==> config.mk <==
export PLATFORM = sky130hd
export DESIGN_NAME = imtef_front
export DESIGN_NICKNAME = d
export VERILOG_FILES = /design/src/hw/rtl/imtef_pkg.sv /design/src/hw/rtl/imtef_front.sv
export SDC_FILE = /design/constraint.sdc
export NUM_CORES = 1
export LEC_CHECK = 0
export BUFFER_PORTS_ARGS = -buffer_cell sky130_fd_sc_hd__buf_2
export CAP_MARGIN = 10
export CORE_MARGIN = 5
export CORE_UTILIZATION = 47
export DETAILED_ROUTE_END_ITERATION = 8
export MAX_ROUTING_LAYER = met4
export PLACE_DENSITY = 0.95
export SLEW_MARGIN = 20
export SYNTH_ARGS = -nofsm -noshare
export SYNTH_HDL_FRONTEND = slang
export SYNTH_SLANG_ARGS = --single-unit
==> constraint.sdc <==
create_clock -name vclk -period 7.6
set_input_delay 0.76 -clock vclk [all_inputs]
set_output_delay 0.76 -clock vclk [all_outputs]
set_load 0.01 [all_outputs]
==> src/hw/rtl/imtef_pkg.sv <==
// Shared types and constants for the input modality tracker.
`timescale 1ns / 1ps

package imtef_pkg;

    localparam int KEY_ENTRIES_DEF = 256;
    localparam int TIME_BITS_DEF   = 48;
    localparam int CODE_W          = 8;
    localparam int COUNT_W         = 8;
    localparam int NOW_W           = 48;
    localparam int WIN_W           = 32;
    localparam int QUEUE_DEPTH     = 2;    // power of two

    localparam logic [COUNT_W-1:0] COUNT_MAX = 8'hFF;

    localparam logic OP_MARK  = 1'b0;
    localparam logic OP_EVENT = 1'b1;

    localparam logic [1:0] DEV_KEYBOARD = 2'd0;
    localparam logic [1:0] DEV_MOUSE    = 2'd1;
    localparam logic [1:0] DEV_GAMEPAD  = 2'd2;

    typedef enum logic [1:0] {
        KIND_NOP,
        KIND_MARK,
        KIND_EVENT
    } item_kind_t;

    typedef struct packed {
        item_kind_t          kind;
        logic [CODE_W-1:0]   code;
        logic [COUNT_W-1:0]  count;
        logic [1:0]          device;
        logic                is_button;
        logic                last;
        logic                lookup;    // keyboard button with an in-range scancode
    } item_ctrl_t;

    localparam int CTRL_W = $bits(item_ctrl_t);

endpackage

==> src/hw/rtl/imtef_front.sv <==
// Front end: classifies each input item and precomputes its saturated expiry.
`timescale 1ns / 1ps

module imtef_front #(
    parameter int KEY_ENTRIES = imtef_pkg::KEY_ENTRIES_DEF,
    parameter int TIME_BITS   = imtef_pkg::TIME_BITS_DEF,
    parameter int DATA_W      = imtef_pkg::CTRL_W + 2 * TIME_BITS
) (
    input  logic                          in_valid,
    output logic                          in_ready,
    input  logic                          opcode,
    input  logic [imtef_pkg::NOW_W-1:0]   now_ms,
    input  logic [imtef_pkg::CODE_W-1:0]  scancode,
    input  logic [imtef_pkg::COUNT_W-1:0] add_count,
    input  logic [imtef_pkg::WIN_W-1:0]   window_ms,
    input  logic [1:0]                    device,
    input  logic                          is_button,
    input  logic                          last_in_batch,
    output logic                          q_push,
    output logic [DATA_W-1:0]             q_data,
    input  logic                          q_ready
);
    import imtef_pkg::*;

    localparam int SUM_W = ((TIME_BITS > NOW_W) ? TIME_BITS : NOW_W) + 1;
    localparam logic [SUM_W-1:0] TMASK = (SUM_W'(1) << TIME_BITS) - SUM_W'(1);

    logic [SUM_W-1:0]     now_w;
    logic [SUM_W-1:0]     sum_w;
    logic [TIME_BITS-1:0] now_t;
    logic [TIME_BITS-1:0] exp_t;
    logic                 in_range;
    item_ctrl_t           ctrl;

    assign in_ready = q_ready;
    assign q_push   = in_valid && q_ready;

    assign now_w = SUM_W'(now_ms) & TMASK;
    assign sum_w = now_w + SUM_W'(window_ms);
    assign now_t = now_w[TIME_BITS-1:0];
    assign exp_t = (sum_w > TMASK) ? TMASK[TIME_BITS-1:0] : sum_w[TIME_BITS-1:0];

    assign in_range = ({1'b0, scancode} < (CODE_W + 1)'(KEY_ENTRIES));

    always_comb
    begin
        ctrl.code      = scancode;
        ctrl.count     = add_count;
        ctrl.device    = device;
        ctrl.is_button = is_button;
        ctrl.last      = last_in_batch;
        ctrl.lookup    = in_range && is_button && (device == DEV_KEYBOARD);
        if (opcode == OP_EVENT)
        begin
            ctrl.kind = KIND_EVENT;
        end
        else if ((add_count != '0) && in_range)
        begin
            ctrl.kind = KIND_MARK;
        end
        else
        begin
            ctrl.kind = KIND_NOP;
        end
    end

    assign q_data = {ctrl, now_t, exp_t};

endmodule

Yosys cells after proc, flatten, opt, wreduce, memory -nomap -nowiden
Index checks and enable logic that the tools add are counted.
{"block": "word_totals", "reg_bits": 0, "in_bits": 103, "out_inout_bits": 121, "elab_cells": 9}
{"block": "op_classes", "n_addsub": 1, "order_cmp": 1, "muxes": 3, "reduce_logical": 4}
{"op": "$add 48x32->49", "count": 1}
{"op": "$gt 49x48->1 const B", "count": 1}
{"op": "$mux 48", "count": 1}
{"op": "$reduce_bool 8->1", "count": 1}
{"op": "$logic_and 1x1->1", "count": 2}
{"op": "$logic_not 2->1", "count": 1}
{"op": "$mux 2", "count": 1}
{"op": "$mux 1", "count": 1}

Depth between registers and ports, before layout
{"block": "depth", "ltp_word": 3, "ltp_mapped": 13, "depth_no_buf": 11}

Worst setup path after synthesis
Ideal clock, no wire load.
{"block": "synth_path", "kind": "in2out", "startpoint": "input now_ms[5] (netlist name)", "endpoint": "output q_data[45]", "t_arrival_ns": 2.942, "required_ns": 6.840, "setup_slack_ns": 3.898, "cell_stages": 11, "path_buffers": 2, "path_cell_list": "ha_1 a21o_1 a2111oi_4 a211oi_1 or3b_4 o21ai_4 a21o_1 buf_4 buf_6 nand2_1 o22a_1"}
{"block": "synth_between", "elab_chain_len": 3}
{"element": "from (decl)", "line": "imtef_front.sv:12", "rtl": "input logic [imtef_pkg::NOW_W-1:0] now_ms,"}
{"element": "$add 48x32->49 (*)", "line": "imtef_front.sv:39", "rtl": "assign sum_w = now_w + SUM_W'(window_ms);"}
{"element": "$gt 49x48->1", "line": "imtef_front.sv:41", "rtl": "assign exp_t = (sum_w > TMASK) ? TMASK[TIME_BITS-1:0] : sum_w[TIME_BITS-1:0];"}
{"element": "$mux 48 (*)", "line": "imtef_front.sv:41"}
{"element": "to (decl)", "line": "imtef_front.sv:20", "rtl": "output logic [DATA_W-1:0] q_data,"}
Mark *: on every way between the ends. The rest lies on a longest branch, timed or not.

Worst setup path after layout
{"block": "layout_path", "startpoint": "input now_ms[5] (netlist name)", "endpoint": "output q_data[42]"}
The elaborated chain is that of the path after synthesis.

==> flow_summary.json <==
{
  "dr_wl_met3_um": 843,
  "critPathKind": "input port to primary output",
  "crit_family": "compound AO/OA/AOI/OAI gates",
  "syn_inst": 461,
  "antenna_found_initial": 0,
  "critical_path.cell_chain": "buf_2, ha_1, a21o_1, a2111oi_4, a211oi_1, or3b_4, o21ai_4, a21o_1, buf_4, nand2_1, mux2_2, buf_2",
  "pre_cts_slack_ns": 3.26,
  "grt_first_pass_wirelength_mm": 15.9,
  "nFlopsAndLatches": 0,
  "whs_path_depth": 0,
  "yosys-top-cells-area": "buf_4, ha_1, nand2_1",
  "grt_max_degree": 46,
  "initial_core_util_pct": 48.1,
  "routed.top_layer": "met4",
  "dpl.cell_count": 658,
  "place_hpwl_mm": 8.26,
  "worstPathArrival_ns": 3.57,
  "vias_per_cell": 5.58,
  "path_buf_inv": 3,
  "slew_headroom_pct": 53.5,
  "syn_avg_cell_area_um2": 6.59,
  "die_area_um2": 8170,
  "setup_violations": 0,
  "final_cell_mix": "buf_2, nand2_1, a21oi_1",
  "fmax_ghz": 0.231,
  "end_kind": "primary output",
  "slowest_delay_ns": 0.43,
  "stdcell_count": 658,
  "min_period_ns": 4.33,
  "status": "finished clean",
  "yosysTopAreaCellShare_pct": 18.3,
  "start_kind": "input port",
  "wire_per_inst_um": 14.5,
  "worst_ep_required_time_ns": 6.84,
  "nClkBuffers": 0,
  "final.setup.worst_slack_ns": 3.27,
  "drtIter0Drc": 177,
  "yosysUniqueCellTypes": 49,
  "drive_gt1_share_pct": 38.2,
  "max-vdd-ir-drop_mv": 0.0516,
  "worstMarginPinSlew_ns": 0.690,
  "final_nets": 719,
  "core_area_um2": 6310,
  "regArea_um2": 0,
  "rsz0062_at_grt": "false",
  "synth_top_area_cell": "buf_4",
  "hold_buffers": 0,
  "syn_nets": 597,
  "slew_violations": 0,
  "dpl-instance-area_um2": 3550,
  "ys_warn_count": 0,
  "vias": 3669,
  "cts_resized": 0,
  "num_rows": 29,
  "fin_setup_tns_ns": 0,
  "post_cts_buffers": 0,
  "worstHoldEndpoint": "q_data[109]",
  "min_path_type": "input port to primary output",
  "grt_usage_pct": 22.1,
  "drv_cap": 0,
  "fin_crit_sh_pct": 56.9,
  "critPathMaxFanout": 45,
  "n_antenna_cell": 0,
  "die_y_um": 90.4,
  "synth-seq-area-share_pct": 0,
  "die_w_um": 90.4,
  "drcViolationCount": 0,
  "syn_to_final_growth_pct": 16.8,
  "fin_area_um2": 3550,
  "port_buffers": 206,
  "wl_met2_mm": 4.66,
  "grt_pass1_vias": 3558,
  "ant_nets": 0,
  "crit_slowest_cell": "or3b_4",
  "drt-total-wl_mm": 9.57,
  "final_common_cell": "buf_2",
  "syn_area_um2": 3040,
  "final_hold_viol_count": 0,
  "hold_start": "scancode[0]",
  "place.gp.congestion": 0.876,
  "met1_length_mm": 3.77,
  "overflow": 0,
  "firstDrtPassIters": 4,
  "total_leakage_power_nw": 1.95,
  "power.density_nw_per_um2": 91.7,
  "io_pins": 224
}
## kinds of logic (layout without fill, tap and decap cells)
group	count (synthesis)	count (layout)	share of synthesized area [%]
muxes	7	7	2.51
buffers and inverters	104	224	22.7
adders and majority gates	33	33	13.8
xor gates and xnor gates	29	29	8.36
and+or+nand+nor	156	156	24.4
AOI/OAI and AO/OA	132	132	28.2
## stage by stage
step / hold WS [ns] / power (W) / utilization [%]
2_1_floorplan: 1.56 / 0.000228 / -
3_3_place_gp: 1.52 / 0.000318 / 56.2
3_5_place_dp: 1.52 / 0.000323 / 56.2
4_1_cts: 1.52 / 0.000325 / 56.2
5_1_grt: 1.52 / 0.000358 / 56.2
6_report: 1.52 / 0.000325 / 56.2
## per-layer routing
metal  global-route usage (%)  vias to the layer above
met1                     24.6                     1623
met2                     40.2                      211
met5                        -                        -
met3                     3.83                       27
li1                         -                     1808
met4                     6.20                        0
## layout make-up
cell class	count	area, um^2
tap	77	96.3
timing repair buffer	207	1040
fill	643	2770
inverter	17	63.8
multi-input combinational	357	2350
## worst max path at each step
stage | from | to | slack (ns) | depth (start not counted)
2_1_floorplan | now_ms[5] | q_data[45] | 3.90 | 11
3_3_place_gp | now_ms[5] | q_data[44] | 3.35 | 12
3_5_place_dp | now_ms[5] | q_data[42] | 3.26 | 12
4_1_cts | now_ms[5] | q_data[42] | 3.25 | 12
5_1_grt | now_ms[5] | q_data[42] | 3.07 | 12
6_report | now_ms[5] | q_data[42] | 3.27 | 12
## cell usage after synthesis (8+ instances only)
library cell	number
buf_2	10
ha_1	32
nand4_1	15
a21oi_1	52
o21ai_0	22
o21bai_1	13
nor2_1	22
xnor2_1	17
a21o_1	14
buf_4	74
xor2_1	12
nand2_1	72
inv_1	17
and3_1	8
## power by group
part           internal [W]  total, W  switching [W]
logic              0.000140  0.000325       0.000185
clock network             0         0              0
registers                 0         0              0
total              0.000140  0.000325       0.000185
Note: power is estimated with default switching activity, not from simulation.
