<file path="src/hw/rtl/imtef_pkg.sv">
// Shared types and constants for the input modality tracker.
`timescale 1ns / 1ps

package imtef_pkg;

    localparam int KEY_ENTRIES_DEF = 256;
    localparam int TIME_BITS_DEF   = 48;
    localparam int CODE_W          = 8;
    localparam int COUNT_W         = 8;
    localparam int NOW_W           = 48;
    localparam int WIN_W           = 32;
    localparam int QUEUE_DEPTH     = 2;    // power of two

    localparam logic [COUNT_W-1:0] COUNT_MAX = 8'hFF;

    localparam logic OP_MARK  = 1'b0;
    localparam logic OP_EVENT = 1'b1;

    localparam logic [1:0] DEV_KEYBOARD = 2'd0;
    localparam logic [1:0] DEV_MOUSE    = 2'd1;
    localparam logic [1:0] DEV_GAMEPAD  = 2'd2;

    typedef enum logic [1:0] {
        KIND_NOP,
        KIND_MARK,
        KIND_EVENT
    } item_kind_t;

    typedef struct packed {
        item_kind_t          kind;
        logic [CODE_W-1:0]   code;
        logic [COUNT_W-1:0]  count;
        logic [1:0]          device;
        logic                is_button;
        logic                last;
        logic                lookup;    // keyboard button with an in-range scancode
    } item_ctrl_t;

    localparam int CTRL_W = $bits(item_ctrl_t);

endpackage

</file>
<file path="src/hw/rtl/imtef_queue.sv">
// Short FIFO between the front end and the table sequencer.
`timescale 1ns / 1ps

module imtef_queue #(
    parameter int DATA_W = 8
) (
    input  logic              clk,
    input  logic              rst_n,
    input  logic              push,
    input  logic [DATA_W-1:0] push_data,
    output logic              push_ready,
    input  logic              pop,
    output logic [DATA_W-1:0] pop_data,
    output logic              pop_valid
);
    import imtef_pkg::*;

    localparam int PTR_W = (QUEUE_DEPTH > 1) ? $clog2(QUEUE_DEPTH) : 1;
    localparam int CNT_W = $clog2(QUEUE_DEPTH + 1);

    logic [DATA_W-1:0] slot_reg [QUEUE_DEPTH];
    logic [PTR_W-1:0]  wr_ptr_reg, wr_ptr_next;
    logic [PTR_W-1:0]  rd_ptr_reg, rd_ptr_next;
    logic [CNT_W-1:0]  fill_reg, fill_next;

    assign push_ready = (fill_reg != CNT_W'(QUEUE_DEPTH));
    assign pop_valid  = (fill_reg != '0);
    assign pop_data   = slot_reg[rd_ptr_reg];

    always_comb
    begin
        wr_ptr_next = push ? wr_ptr_reg + PTR_W'(1) : wr_ptr_reg;
        rd_ptr_next = pop ? rd_ptr_reg + PTR_W'(1) : rd_ptr_reg;
        fill_next   = fill_reg + CNT_W'(push) - CNT_W'(pop);
    end

    always_ff @(posedge clk or negedge rst_n)
    begin
        if (!rst_n)
        begin
            wr_ptr_reg <= '0;
            rd_ptr_reg <= '0;
            fill_reg   <= '0;
        end
        else
        begin
            wr_ptr_reg <= wr_ptr_next;
            rd_ptr_reg <= rd_ptr_next;
            fill_reg   <= fill_next;
        end
    end

    always_ff @(posedge clk)
    begin
        if (push)
        begin
            slot_reg[wr_ptr_reg] <= push_data;
        end
    end

endmodule

</file>
<file path="config.mk">
export PLATFORM = sky130hd
export DESIGN_NAME = imtef_queue
export DESIGN_NICKNAME = d
export VERILOG_FILES = /design/src/hw/rtl/imtef_pkg.sv /design/src/hw/rtl/imtef_queue.sv
export SDC_FILE = /design/constraint.sdc
export NUM_CORES = 1
export LEC_CHECK = 0
export BUFFER_PORTS_ARGS = -buffer_cell sky130_fd_sc_hd__buf_4
export CORE_AREA = 4 4 51 53
export DETAILED_ROUTE_END_ITERATION = 7
export DIE_AREA = 0 0 55 57
export GPL_TIMING_DRIVEN = 0
export SLEW_MARGIN = 25
export SYNTH_ARGS = -nofsm -noshare
export SYNTH_HDL_FRONTEND = slang
export SYNTH_SLANG_ARGS = --single-unit
</file>
<file path="constraint.sdc">
create_clock -name clk -period 1.39 [get_ports clk]
set_clock_uncertainty 0.1 [all_clocks]
set_input_delay 0.0695 -clock clk [delete_from_list [all_inputs] [get_ports clk]]
set_output_delay 0.0695 -clock clk [all_outputs]
set_load 0.005 [all_outputs]
</file>
# == Yosys cells after proc, flatten, opt, wreduce, memory -nomap -nowiden ==
# Memories as Yosys holds them, arrays and structs flattened.
# Cells that the tools add are included.
# word_totals
register_bits,4
ram_bits,16
inputBits,12
output_inout_bits,10
memories,1
# classes
n_addsub,4
n_eq_ne,1
mux,2
n_reduce_logical,1
# memory_table
name,depth,word_bits,read_ports,rd_clocked_by_memory_dff,write_ports,line,text
slot_reg,2,8,1,0,1,imtef_queue.sv:21,logic [DATA_W-1:0] slot_reg [QUEUE_DEPTH];
# ops
operator,n
adder 1 bit (second input constant),2
adder 2 x 1 -> 2 bit,1
2-to-1 mux 1 bit,2
inequality test 2 bit (second input constant),1
nonzero test 2 bit,1
subtractor 2 x 1 -> 2 bit,1

# == Depth between registers and ports, before layout ==
# Gate-level depths: netlist (run 1).
# depth
word_depth,2
depth_mapped,5
mapped_depth_nobuf,5

# == Worst setup path after synthesis (run 1) ==
# Ideal clock, no wire load.
# synth_path
kind,register to register
startpoint,register wr_ptr_reg
endpoint,memory slot_reg[0][0] (enable)
arrival_time_ps,789
t_required_ps,917
setup_slack_ps,128
stages_incl_launch_ff,2
n_path_buf,0
cell_sequence,dfrtp_1 -> nor2b_1
# synth_rtl
element,line,text
start: declaration,imtef_queue.sv:22,"logic [PTR_W-1:0] wr_ptr_reg, wr_ptr_next;"
start signal: assignment,imtef_queue.sv:47,wr_ptr_reg <= wr_ptr_next;
end: declaration,imtef_queue.sv:21,
# Straight into the memory's write port.

# == Worst setup path in the final report (run 1) ==
# layout_path
startpoint,register rd_ptr_reg
endpoint,output port pop_data[0]
# layout_via
elab_chain_len,1
# layout_rtl
element,line,text
start: declaration,imtef_queue.sv:23,"logic [PTR_W-1:0] rd_ptr_reg, rd_ptr_next;"
start signal: assignment,imtef_queue.sv:48,rd_ptr_reg <= rd_ptr_next;
memory (2 x 8 bit),--,
end: declaration,imtef_queue.sv:13,"output logic [DATA_W-1:0] pop_data,"
# Every way passes these cells.

==> results.py, run 1 <==
metrics = {
    "yosys": {
        "synth.avg_cell_area_um2": 20.3,
        "post_synth_and_or_nand_nor_area_fraction_pct": 3.09,
        "synth-seq-area-share_pct": 71.6,
        "synth-compound-area-share_pct": 0,
        "synth-seq-cells": 20,
        "synthMuxAreaShare_pct": 14.8,
        "post_synth_num_cell_types": 12,
        "synthAdderAreaFrac_pct": 3.09,
        "syn_area_um2": 811,
        "synthCells": 40,
        "synth_top_family_by_area": "multiplexers",
        "yosys_warnings": 0,
        "synth_nets": 54,
        "synth-xor-area-share_pct": 5.09,
    },
    "drt": {
        "wl_per_cell_um": 11.9,
        "drt-met1-wl_um": 407,
        "drc_errors": 0,
        "via_per_inst": 4.25,
        "drtPass1Iterations": 2,
        "drt_iter0_markers": 2,
        "routed_wl_um": 1260,
        "dr_wl_met3_um": 27,
        "wl_met2_um": 804,
        "dr_total_vias": 450,
        "top_layer": "met4",
        "antenna_left": 0,
    },
    "place": {
        "io_buffers": 21,
        "gp_congestion": 0.639,
        "place_area_mm2": 0.00100,
    },
    "sta": {
        "rsz0062_at_grt": "yes",
        "tightest_slew_ns": 0.422,
        "setup_slack_ns": -0.00931,
        "hold_viol": 0,
        "maxSlewViolCount": 0,
        "fin_crit_sh_pct": 101,
        "period_needed_ns": 1.40,
        "slew_headroom_pct": 71.7,
        "setup_viol": 8,
        "max_freq_ghz": 0.715,
    },
    "grt": {
        "grt-ovfl-total": 0,
        "grt_start_max_net_pins": 12,
        "grt_pass1_wl_um": 2200,
        "antenna_found_initial": 0,
        "grt_usage_pct": 9.88,
        "grt_pass1_vias": 512,
    },
    "cells_and_area": {
        "n_antenna_cell": 0,
        "largest_register_ffs": 16,
        "drive_above_1_share_pct": 46.2,
        "nFillCells": 183,
        "areaGrowthSynthToFinish_pct": 46.8,
        "nNetsFinal": 93,
        "fin_area_mm2": 0.00119,
        "final_core_utilization_pct": 55.4,
    },
    "min_path": {
        "min_path_type": "flop to flop",
        "hold_start": "wr_ptr_reg",
        "min_to": "wr_ptr_reg",
        "hold-path-cell-count": 1,
    },
    "clock_tree": {
        "clockBufferDepth": 2,
        "cts_tree": "built",
        "clk_pin_slew_ns": 0.09,
        "clk_latency_ns": 0.27,
        "cts_root_buf": "clkbuf_4",
        "htreeDepth": 1,
        "cts.sink_count": 20,
        "cts_buffers": 3,
    },
    "setup_path": {
        "r2r_end": "fill_reg[1]",
        "path_max_fanout": 9,
        "cp.arrival_ns": 1.23,
        "cpMostUsedCell": "buf_6",
        "critPathKind": "flop to output pin",
        "rrSetupSlack_ns": 0.11,
        "slowest_stage": "dfrtp_1",
        "start_kind": "flop",
        "r2r_cells": 5,
        "slowest_delay_ns": 0.38,
        "timing.rr.start": "fill_reg[0]",
        "path_cells": "buf_6, mux2_4, buf_6",
        "critPathCaptureType": "output pin",
        "crit_required_ns": 1.22,
    },
    "run_status": {
        "violations": "negative setup slack",
        "status": "finished with violations",
    },
    "die": {
        "core-area_mm2": 0.00215,
        "dieArea_mm2": 0.00314,
        "ios": 22,
        "fp.dieW_um": 55,
        "die_h_um": 57,
        "rows": 17,
        "start_util_pct": 37.7,
    },
    "power_and_ir_drop": {
        "p_leak_nw": 0.509,
        "powerDensity_mw_per_mm2": 1660,
        "irDropWorstVdd_mv": 1.07,
    },
    "flow_run": {
        "drv_cap": 0,
    },
}
## critical path: cells and delay by family, from the launching register on
family / cells / cell delay (ns)
multiplexers: 1 / 0.30
flip-flops: 1 / 0.38
buffers and inverters: 2 / 0.26
## power breakdown
group,leakage (nW),internal (mW),switching (mW),total (mW)
logic,0.297,0.558,0.284,0.843
registers,0.197,0.815,0.0595,0.875
clock network,0.0150,0.111,0.146,0.257
total,0.509,1.48,0.490,1.97
## how the worst max path moves through the flow
stage,slack (ns),to,from
2_1_floorplan,0.13,slot_reg[0][0],wr_ptr_reg
3_3_place_gp,-0.09,slot_reg[0][0],wr_ptr_reg
3_5_place_dp,-0.06,slot_reg[0][2],wr_ptr_reg
4_1_cts,-0.03,pop_data[1],rd_ptr_reg
5_1_grt,-0.07,pop_data[7],rd_ptr_reg
6_report,-0.009,pop_data[0],rd_ptr_reg
## metal layers
metal | GRT usage, % | vias up
met5 | 0 | -
met4 | 5.21 | 0
met3 | 0.783 | 2
met2 | 19.3 | 7
met1 | 9.56 | 219
li1 | - | 222
## layout make-up
| type | instances | area (um2) | share of cell area, % |
|---|---|---|---|
| plain buffers | 1 | 11.3 | 0.946 |
| well taps | 28 | 35.0 | 2.94 |
| repair buffers | 34 | 315 | 26.5 |
| clock buffers | 4 | 26.3 | 2.21 |
| inverters | 2 | 7.51 | 0.631 |
| flip-flops and latches | 20 | 581 | 48.8 |
| multi-input cells | 17 | 214 | 18.0 |
## through the flow
step	power, mW	setup slack, ns	std cells	setup TNS (ns)	hold WS (ns)
CTS	2.01	-0.0319	106	-0.229	0.403
finish	1.97	-0.00931	106	-0.0513	0.406
detailed placement	1.62	-0.0589	89	-0.469	-0.230
floorplan	1.34	0.128	40	0	-0.326
global placement	1.61	-0.0878	89	-0.701	-0.231
global route	2.11	-0.0749	106	-0.556	0.407
## cells in the mapped netlist, drive strengths merged
library cell | n | area (um2)
buf | 1 | 11.3
or2 | 1 | 6.26
edfxtp | 16 | 480
mux2 | 8 | 120
nand2b | 1 | 6.26
nor2b | 1 | 6.26
ha | 2 | 25.0
inv | 2 | 7.51
dfrtp | 4 | 100
xor2 | 2 | 17.5
xor3 | 1 | 23.8
and2 | 1 | 6.26
## kinds of logic (layout without fill, tap and decap cells)
family | after synthesis | after routing
xor+xnor | 3 | 3
flops | 20 | 20
simple gates | 4 | 4
mux | 8 | 8
fa+ha+maj | 2 | 2
buf+inv | 3 | 41
## layout by cell type, fill, tap and decap left out
master         netlist  final
or2_2                1      1
nor2b_2              0      1
edfxtp_1            16     16
ha_1                 2      2
xor3_1               1      1
mux2_4               8      8
xor2_1               2      2
buf_6                1      9
nand2b_1             1      1
dlygate4sd3_1        0     12
and2_1               1      1
dfrtp_1              4      4
clkbuf_1             0      1
inv_1                2      2
clkbuf_4             0      3
buf_4                0     14
## what timing repair did
item                       CTS  global route
hold buffers                12             0
resized for setup            9             0
setup endpoints to repair   16             8
buffers inserted             1             0
hold endpoints to repair    23             0
Power figures use the tool's default switching activity.
==> inputs of run 2 (changes only) <==
Settings changed: CORE_AREA 4 4 51 53 to 4 4 54 56, CTS_CLUSTER_DIAMETER set to 200, DIE_AREA 0 0 55 57 to 0 0 58 60.
==> run 2 against run 1 <==
The flow still finishes with violations (negative setup slack). Register-to-register slack lost 0.03 ns. Combinational power is essentially flat. Sequential share of layout area shrank 0.10 points. Clock-buffer cell count is the same. Global-route usage shrank 1.5 points. Critical path depth is the same. First-iteration DRC count grew to 5.5 times the previous value. Fmax shrank 1.0%. Via count grew 1.1%. Worst setup slack lost 0.014 ns. Utilization shrank 6.4 points. Final cell count grew 1.9%.
==> results.py, run 2 (same netlist as run 1, synthesis figures left out) <==
metrics = {
    "sta": {
        "tightest_slew_ns": 0.437,
        "slew_headroom_pct": 70.8,
        "period_needed_ns": 1.41,
        "setup_viol": 8,
        "setup_slack_ns": -0.0234,
        "maxSlewViolCount": 0,
        "hold_viol": 0,
        "fin_crit_sh_pct": 102,
        "max_freq_ghz": 0.708,
        "rsz0062_at_grt": "yes",
        "finalSetupTns_ns": -0.154,
    },
    "grt": {
        "grt-busiest-layer": "met2",
        "met1_usage_pct": 9.82,
        "grt_pass1_vias": 459,
        "grt_pass1_wl_um": 2080,
        "use_met3_pct": 2.16,
        "grt_usage_pct": 8.39,
        "grt_start_max_net_pins": 12,
        "grt-ovfl-total": 0,
        "antenna_found_initial": 0,
        "grt_use_met2_pct": 14.4,
    },
    "drt": {
        "drt_iter0_markers": 11,
        "drc_errors": 0,
        "routed_wl_um": 1270,
        "via_per_inst": 4.21,
        "antenna_left": 0,
        "wl_per_cell_um": 11.8,
        "drtPass1Iterations": 2,
        "dr_total_vias": 455,
    },
    "cells_and_area": {
        "drive_above_1_share_pct": 46.2,
        "nNetsFinal": 93,
        "final_core_utilization_pct": 49.0,
        "final_cell_mix": "16 x edfxtp_1, 14 x buf_4, 12 x dlygate4sd3_1",
        "largest_register_ffs": 16,
        "areaGrowthSynthToFinish_pct": 47.1,
        "final_common_cell": "edfxtp_1",
        "n_antenna_cell": 0,
    },
    "setup_path": {
        "crit_required_ns": 1.22,
        "worst_path_dominant_cell_family": "flip-flops",
        "path_cells": "buf_6, mux2_4, buf_6",
        "timing.rr.start": "fill_reg[0]",
        "cpMostUsedCell": "buf_6",
        "slowest_delay_ns": 0.38,
        "path_max_fanout": 9,
        "start_kind": "flop",
        "slowest_stage": "dfrtp_1",
        "crit_start": "rd_ptr_reg",
        "critPathCaptureType": "output pin",
        "cp.buffers_inverters": 2,
        "critPathKind": "flop to output pin",
        "cp.arrival_ns": 1.24,
    },
    "die": {
        "ios": 22,
        "die_h_um": 60,
        "core-area_mm2": 0.00243,
        "dieArea_mm2": 0.00348,
        "start_util_pct": 33.3,
        "fp.dieW_um": 58,
        "rows": 18,
    },
    "clock_tree": {
        "htreeDepth": 1,
        "clk_pin_slew_ns": 0.10,
        "cts.sink_count": 20,
        "cts_buffers": 3,
        "cts_root_buf": "clkbuf_4",
        "cts_tree": "built",
        "clockBufferDepth": 2,
        "clk_latency_ns": 0.29,
    },
    "power_and_ir_drop": {
        "powerDensity_mw_per_mm2": 1670,
        "p_total_mw": 1.99,
        "p_leak_nw": 0.509,
        "irDropWorstVdd_mv": 1.37,
    },
    "place": {
        "gp_congestion": 0.593,
        "io_buffers": 21,
        "dp_worst_setup_slack_ns": -0.115,
    },
    "min_path": {
        "hold_start": "push_data[3]",
        "min_path_type": "input pin to flop",
    },
    "run_status": {
        "status": "finished with violations",
        "violations": "negative setup slack",
    },
    "flow_run": {
        "drv_cap": 0,
    },
}
run 2: cell counts in the layout (fill, tap and decap cells not counted):
Identical to the previous run, type by type.
run 2: timing repair:
item                                   in CTS  in global routing
buffers inserted                            1                  0
setup endpoints to repair                  16                  9
hold buffers                               12                  0
pin swaps                                   0                  0
endpoints found under the hold margin      23                  0
gates resized for setup                     9                  0
run 2: through the flow:
step | hold WS, ns | area (um2) | cells
2_1_floorplan | -0.326 | 811 | 40
3_3_place_gp | -0.230 | 1010 | 91
3_5_place_dp | -0.230 | 1010 | 91
4_1_cts | 0.382 | 1190 | 108
5_1_grt | 0.397 | 1190 | 108
6_report | 0.397 | 1190 | 108
run 2: final timing paths:
kind | cells after the start | end | slack [ns]
max | 3 | pop_data[1] | -0.02
min | 2 | slot_reg[0][3] | 0.40
max reg2reg | 5 | fill_reg[1] | 0.08
min reg2reg | 1 | wr_ptr_reg | 0.41
max in group asynchronous | 3 | rd_ptr_reg | 0.43
min in group asynchronous | 3 | fill_reg[0] | 0.58
run 2: final cells by class:
cell class	instances	area [um2]
fillers	215	1240
inverters	2	7.51
plain buffers	1	11.3
well taps	30	37.5
repair buffers	34	315
clock buffers	4	26.3
flip-flops and latches	20	581
multi-input cells	17	214
run 2: layer usage:
metal	vias up	part of all wire, %
met1	216	41
met4	0	0
met3	0	7.2
met5	-	0
met2	16	52
li1	223	-
run 2: power by group:
group	switching [mW]	leakage, nW	internal, mW
registers	0.0636	0.197	0.815
clock network	0.160	0.0150	0.111
logic	0.285	0.297	0.559
total	0.509	0.509	1.49
run 2: worst register-to-register path, stage by stage, from the launching register on:
cell and delay [ns]:
dfrtp_1 0.38, inv_1 0.05, ha_1 0.26, inv_1 0.06
ha_1 0.15, xor3_1 0.21
